[src/rtl/tcce_pkg.sv]
// shared types, codes and defaults of the text console cursor engine
`default_nettype none
package tcce_pkg;

   localparam int COLS_DEF      = 80;
   localparam int ROWS_DEF      = 25;
   localparam int TAB_WIDTH_DEF = 8;

   localparam int CSR_IDX_W  = 1;
   localparam int CSR_DATA_W = 4;

   localparam logic [CSR_IDX_W-1:0] CSR_FG_COLOR = 1'b0;
   localparam logic [CSR_IDX_W-1:0] CSR_BG_COLOR = 1'b1;

   localparam logic [3:0] FG_RESET = 4'hf;
   localparam logic [3:0] BG_RESET = 4'h0;

   localparam logic [1:0] OP_PUT   = 2'd0;
   localparam logic [1:0] OP_CLEAR = 2'd1;
   localparam logic [1:0] OP_READ  = 2'd2;

   localparam logic [7:0] CH_BS    = 8'd8;
   localparam logic [7:0] CH_TAB   = 8'd9;
   localparam logic [7:0] CH_LF    = 8'd10;
   localparam logic [7:0] CH_CR    = 8'd13;
   localparam logic [7:0] CH_ESC   = 8'd27;
   localparam logic [7:0] CH_DEL   = 8'd127;
   localparam logic [7:0] CH_SPACE = 8'h20;

   typedef struct packed {
      logic [1:0] op;
      logic [7:0] char_code;
      logic [4:0] read_row;
      logic [6:0] read_col;
   } req_type;

   typedef struct packed {
      logic [15:0] cell_value;
      logic [6:0]  cursor_col;
      logic [4:0]  cursor_row;
   } rsp_type;

   // what a put does besides moving the cursor
   typedef struct packed {
      logic       wr_en;
      logic       wr_at_new;
      logic       scroll;
      logic [7:0] char_byte;
   } put_ctl_type;

endpackage
`default_nettype wire

[src/rtl/tcce_cursor.sv]
// cursor move and cell write decision for one put character
`default_nettype none
module tcce_cursor #(
   parameter int COLS      = tcce_pkg::COLS_DEF,
   parameter int ROWS      = tcce_pkg::ROWS_DEF,
   parameter int TAB_WIDTH = tcce_pkg::TAB_WIDTH_DEF
) (
   input  wire logic [7:0]                char_code,
   input  wire logic [$clog2(COLS)-1:0]   cur_col,
   input  wire logic [$clog2(ROWS)-1:0]   cur_row,
   output logic      [$clog2(COLS)-1:0]   nxt_col,
   output logic      [$clog2(ROWS)-1:0]   nxt_row,
   output tcce_pkg::put_ctl_type          ctl
);
   import tcce_pkg::*;

   localparam int CW = $clog2(COLS);
   localparam int RW = $clog2(ROWS);

   logic [CW-1:0] tab_tbl [COLS];
   logic          last_col;
   logic          last_row;

   // next tab stop for every column, clamped to the last column
   for (genvar g = 0; g < COLS; g++) begin : g_tab
      localparam int NXT = ((g / TAB_WIDTH) + 1) * TAB_WIDTH;
      assign tab_tbl[g] = (NXT >= COLS) ? CW'(COLS - 1) : CW'(NXT);
   end

   assign last_col = (cur_col == CW'(COLS - 1));
   assign last_row = (cur_row == RW'(ROWS - 1));

   always_comb begin
      nxt_col       = cur_col;
      nxt_row       = cur_row;
      ctl           = '0;
      ctl.char_byte = char_code;
      unique case (char_code)
         CH_LF: begin
            nxt_col = '0;
            if (last_row) begin
               ctl.scroll = 1'b1;
            end else begin
               nxt_row = cur_row + RW'(1);
            end
         end
         CH_CR: begin
            nxt_col = '0;
         end
         CH_TAB: begin
            nxt_col = tab_tbl[cur_col];
         end
         CH_BS: begin
            ctl.char_byte = CH_SPACE;
            if (cur_col == '0) begin
               // at the origin nothing happens
               if (cur_row != '0) begin
                  nxt_row       = cur_row - RW'(1);
                  nxt_col       = CW'(COLS - 1);
                  ctl.wr_en     = 1'b1;
                  ctl.wr_at_new = 1'b1;
               end
            end else begin
               nxt_col       = cur_col - CW'(1);
               ctl.wr_en     = 1'b1;
               ctl.wr_at_new = 1'b1;
            end
         end
         CH_DEL: begin
            ctl.char_byte = CH_SPACE;
            ctl.wr_en     = 1'b1;
         end
         CH_ESC: begin
         end
         default: begin
            ctl.wr_en = 1'b1;
            if (last_col) begin
               nxt_col = '0;
               if (last_row) begin
                  ctl.scroll = 1'b1;
               end else begin
                  nxt_row = cur_row + RW'(1);
               end
            end else begin
               nxt_col = cur_col + CW'(1);
            end
         end
      endcase
   end

endmodule
`default_nettype wire

[config.mk]
export PLATFORM = sky130hd
export DESIGN_NAME = tcce_cursor
export DESIGN_NICKNAME = d
export VERILOG_FILES = /design/src/rtl/tcce_pkg.sv /design/src/rtl/tcce_cursor.sv
export SDC_FILE = /design/constraint.sdc
export NUM_CORES = 1
export LEC_CHECK = 0
export BUFFER_PORTS_ARGS = -buffer_cell sky130_fd_sc_hd__buf_4
export CORE_MARGIN = 2
export CORE_UTILIZATION = 53
export DETAILED_ROUTE_END_ITERATION = 8
export PLACE_DENSITY = 0.86
export RECOVER_POWER = 25
export SLEW_MARGIN = 20
export SYNTH_ARGS = -nofsm -noshare
export SYNTH_HDL_FRONTEND = slang
export SYNTH_SLANG_ARGS = --single-unit
[constraint.sdc]
create_clock -name vclk -period 2.1
set_input_delay 0.21 -clock vclk [all_inputs]
set_output_delay 0.21 -clock vclk [all_outputs]
set_load 0.02 [all_outputs]
==> out/summary.txt, run 1 <==
outcome = stopped before the end
Failed at = global routing
Error = [ERROR DPL-0038] Utilization greater than 100%, impossible to legalize
dpl cells = 274
Synth top area share = 11.1%
die width = 50.1 microns
Port Buffer Count = 43
worst_ep kind = output port
Mapped Area = 1130 sq um
syn_area_per_cell = 6.33 sq um
Initial Utilization = 56.9%
post-synthesis cell count = 178
Core Rows = 16
largest area contributor in the netlist = ha_1
largest net degree at the start of global routing = 14
grt repair worst endpoint = nxt_col[3]
Die Ht = 50.1 microns
gpl congestion = 0.971
Ys Warns = 0
ranking of synthesized cells by area = ha_1 (11%), nand3_1 (6.2%), nor2_1 (6.0%)
sequential-to-total area share from yosys stat = 0%
Ports = 43
post-synthesis net count = 208
Post-DP HPWL = 3.50 mm
post-synthesis cell type count = 50
Yosys cell counts, types with 2 or more instances:
library cell / instances
buf_2: 3
nor2_1: 18
a221oi_1: 2
xor2_1: 2
o21ai_0: 11
clkbuf_1: 7
nor2b_1: 8
nor3_1: 5
a31oi_1: 5
a211oi_1: 3
nand2_1: 13
inv_1: 9
nand4_1: 3
or3_1: 3
o2111ai_1: 2
o211ai_1: 4
a21oi_1: 12
nand3_1: 14
o22ai_1: 2
xnor2_1: 3
and3_1: 7
ha_1: 10
nand2b_1: 4
nor4_1: 2
logic make-up after synthesis:
family	count (synthesis)	share of synthesized area, %
compound gates	54	33.2
buf+inv	19	6.66
fa+ha+maj	10	11.1
xor+xnor	5	3.89
simple gates	90	45.2
stage by stage:
stage	utilization (%)	area, sq um	hold slack, ps	worst slack (ps)
2_1_floorplan	-	1130	558	11.5
3_3_place_gp	86.4	1710	642	-90.3
3_5_place_dp	86.4	1710	651	-183
4_1_cts	92.2	1830	659	-33.8
what timing repair did:
item                                    4_1_cts
pin swaps                                    13
setup buffers                                 4
endpoints found under the setup margin       11
hold buffers                                  0
resized for setup                            23
gates cloned                                  0
==> inputs of run 2 (changes only) <==
- CORE_AREA: not set -> 2 2 63 65
- CORE_MARGIN: 2 -> not set
- CORE_UTILIZATION: 53 -> not set
- DIE_AREA: not set -> 0 0 65 67
- PLACE_DENSITY: 0.86 -> not set
- PLACE_DENSITY_LB_ADDON: not set -> 0.15
==> out/summary.txt, run 2 <==
arrival time worst endpoint = 1970 ps
Synth top area share = 11.1%
ant diodes = 0
commonest non-fill, non-tap cell in the layout = buf_4
minimum clock period = 2180 ps
Ys Warns = 0
Die Ht = 67 microns
GRT overflow = 0
router iterations before antenna repair = 4
WHS Endpoint = nxt_row[0]
crit path launch = cur_col[0]
gpl congestion = 0.864
Post-layout nets = 301
Hold Path Origin = cur_row[0]
Total GRT Usage = 20.1%
final worst slack = -77.2 ps
count of hold-fix buffers inserted at cts = 0
post-synthesis cell count = 178
leading cell types by count after synthesis = nor2_1 (18), nand3_1 (14), nand2_1 (13)
unrepaired setup endpoints after global routing = true
ranking of synthesized cells by area = ha_1 (11%), nand3_1 (6.2%), nor2_1 (6.0%)
placed instance area = 1820 sq um
sequential-to-total area share from yosys stat = 0%
dpl cells = 306
Final Slew Violations = 0
Non-Filler Instances = 317
slew at the pin closest to its max-slew limit = 523 ps
Hold Crit Class = in2out
Mapped Area = 1130 sq um
largest net degree at the start of global routing = 14
clkbuf count = 0
f_max = 459 MHz
FF+latch count = 0
Setup violations, final = 6
share of layout cells above drive strength 1 = 49.1%
Total Power = 309 uW
post-synthesis net count = 208
largest area contributor in the netlist = ha_1
vias per cell = 5.43
wire length per cell = 14.5 microns
Post-DP HPWL = 3.48 mm
area occupied by multi-input gates = 1200 sq um
vias in the first global route = 1545
most frequent cells in the layout = buf_4 (90), nor2_1 (15), nand3_1 (14)
Crit path required time = 1890 ps
via count = 1721
Critical Path End Type = output pin
Leak = 0.909 nW
Ports = 43
drt drc = 0
hold-critical path depth = 3
Slew headroom = 65.0%
initial antenna violation count = 0
outcome = finished with violations
most common cell in the netlist = nor2_1
Crit Path Max Fanout = 4
Die ar. = 4360 sq um
post-synthesis cell type count = 50
P per Cell Area = 148 nW/um^2
FILL cells = 359
CP Class = in2out
Final ANT Viol Nets = 0
final WL = 4.59 mm
Initial DRC Count = 119
Initial Utilization = 31.3%
crit share post-route = 104%
register area = 0 sq um
first-pass GRT wire length = 7.16 mm
maxcap violations = 0
failing checks = negative setup slack
die width = 65 microns
Core ar. = 3610 sq um
Area Overhead vs Synth = 84.8%
Port Buffer Count = 43
VDD IR max = 0.0624 mV
Worst Setup Start Kind = input port
Core Rows = 22
final instance area = 2080 sq um
Hold Violations, Final = 0
syn_area_per_cell = 6.33 sq um
==> run 2: kinds of logic after synthesis <==
logic type / after synthesis / synth area share [%]
adders and majority gates: 10 / 11.1
AOI/OAI and AO/OA: 54 / 33.2
buffers and inverters: 19 / 6.66
and+or+nand+nor: 90 / 45.2
xor gates and xnor gates: 5 / 3.89
==> run 2: worst max path at each step <==
stage / cells past startpoint / slack (ps) / to
4_1_cts: 9 / -130 / nxt_row[4]
2_1_floorplan: 8 / 10 / nxt_row[0]
3_3_place_gp: 9 / -170 / nxt_row[4]
6_report: 10 / -80 / nxt_col[3]
3_5_place_dp: 10 / -230 / nxt_row[1]
5_1_grt: 11 / -160 / nxt_col[3]
==> run 2: metal layers <==
metal,routed length [microns],GRT usage (%),share of wire [%]
met3,210,1.01,4.6
met5,0,0,0
met4,18,3.19,0.39
met1,2160,29.5,47
met2,2200,32.9,48
==> run 2: cell type report <==
cell class / count / share of cell area (%)
Inverter: 9 / 1.86
Timing Repair Buffer: 101 / 37.7
Tap cell: 48 / 2.88
Multi-Input combinational cell: 159 / 57.6
==> run 2: critical path, stage by stage <==
cell and delay [ps]:
buf_8 100, inv_4 50, ha_4 130, or4b_4 480, nor3_4 190, or3_1 140, a31oi_1 80, a221oi_1 260
o31ai_1 140, buf_4 180
==> run 2: stage by stage <==
stage	worst slack [ps]	setup TNS [ps]	hold WS, ps	utilization [%]
floorplan	11.5	0	558	-
global placement	-167	-1160	731	50.5
detailed placement	-227	-1440	727	50.5
CTS	-132	-660	734	55.1
global route	-160	-1080	768	57.8
finish	-77.2	-247	749	57.8
==> run 2: what timing repair did <==
item                       4_1_cts  5_1_grt
gates resized for setup         22       25
setup endpoints to repair       11       13
buffers inserted                10        1
pin swaps                       19       18
==> run 2: where the power goes <==
group / total [mW] / leakage, nW / internal (mW) / switching, mW
logic: 0.309 / 0.909 / 0.145 / 0.164
clock network: 0 / 0 / 0 / 0
registers: 0 / 0 / 0 / 0
total: 0.309 / 0.909 / 0.145 / 0.164
Power figures use the tool's default switching activity.
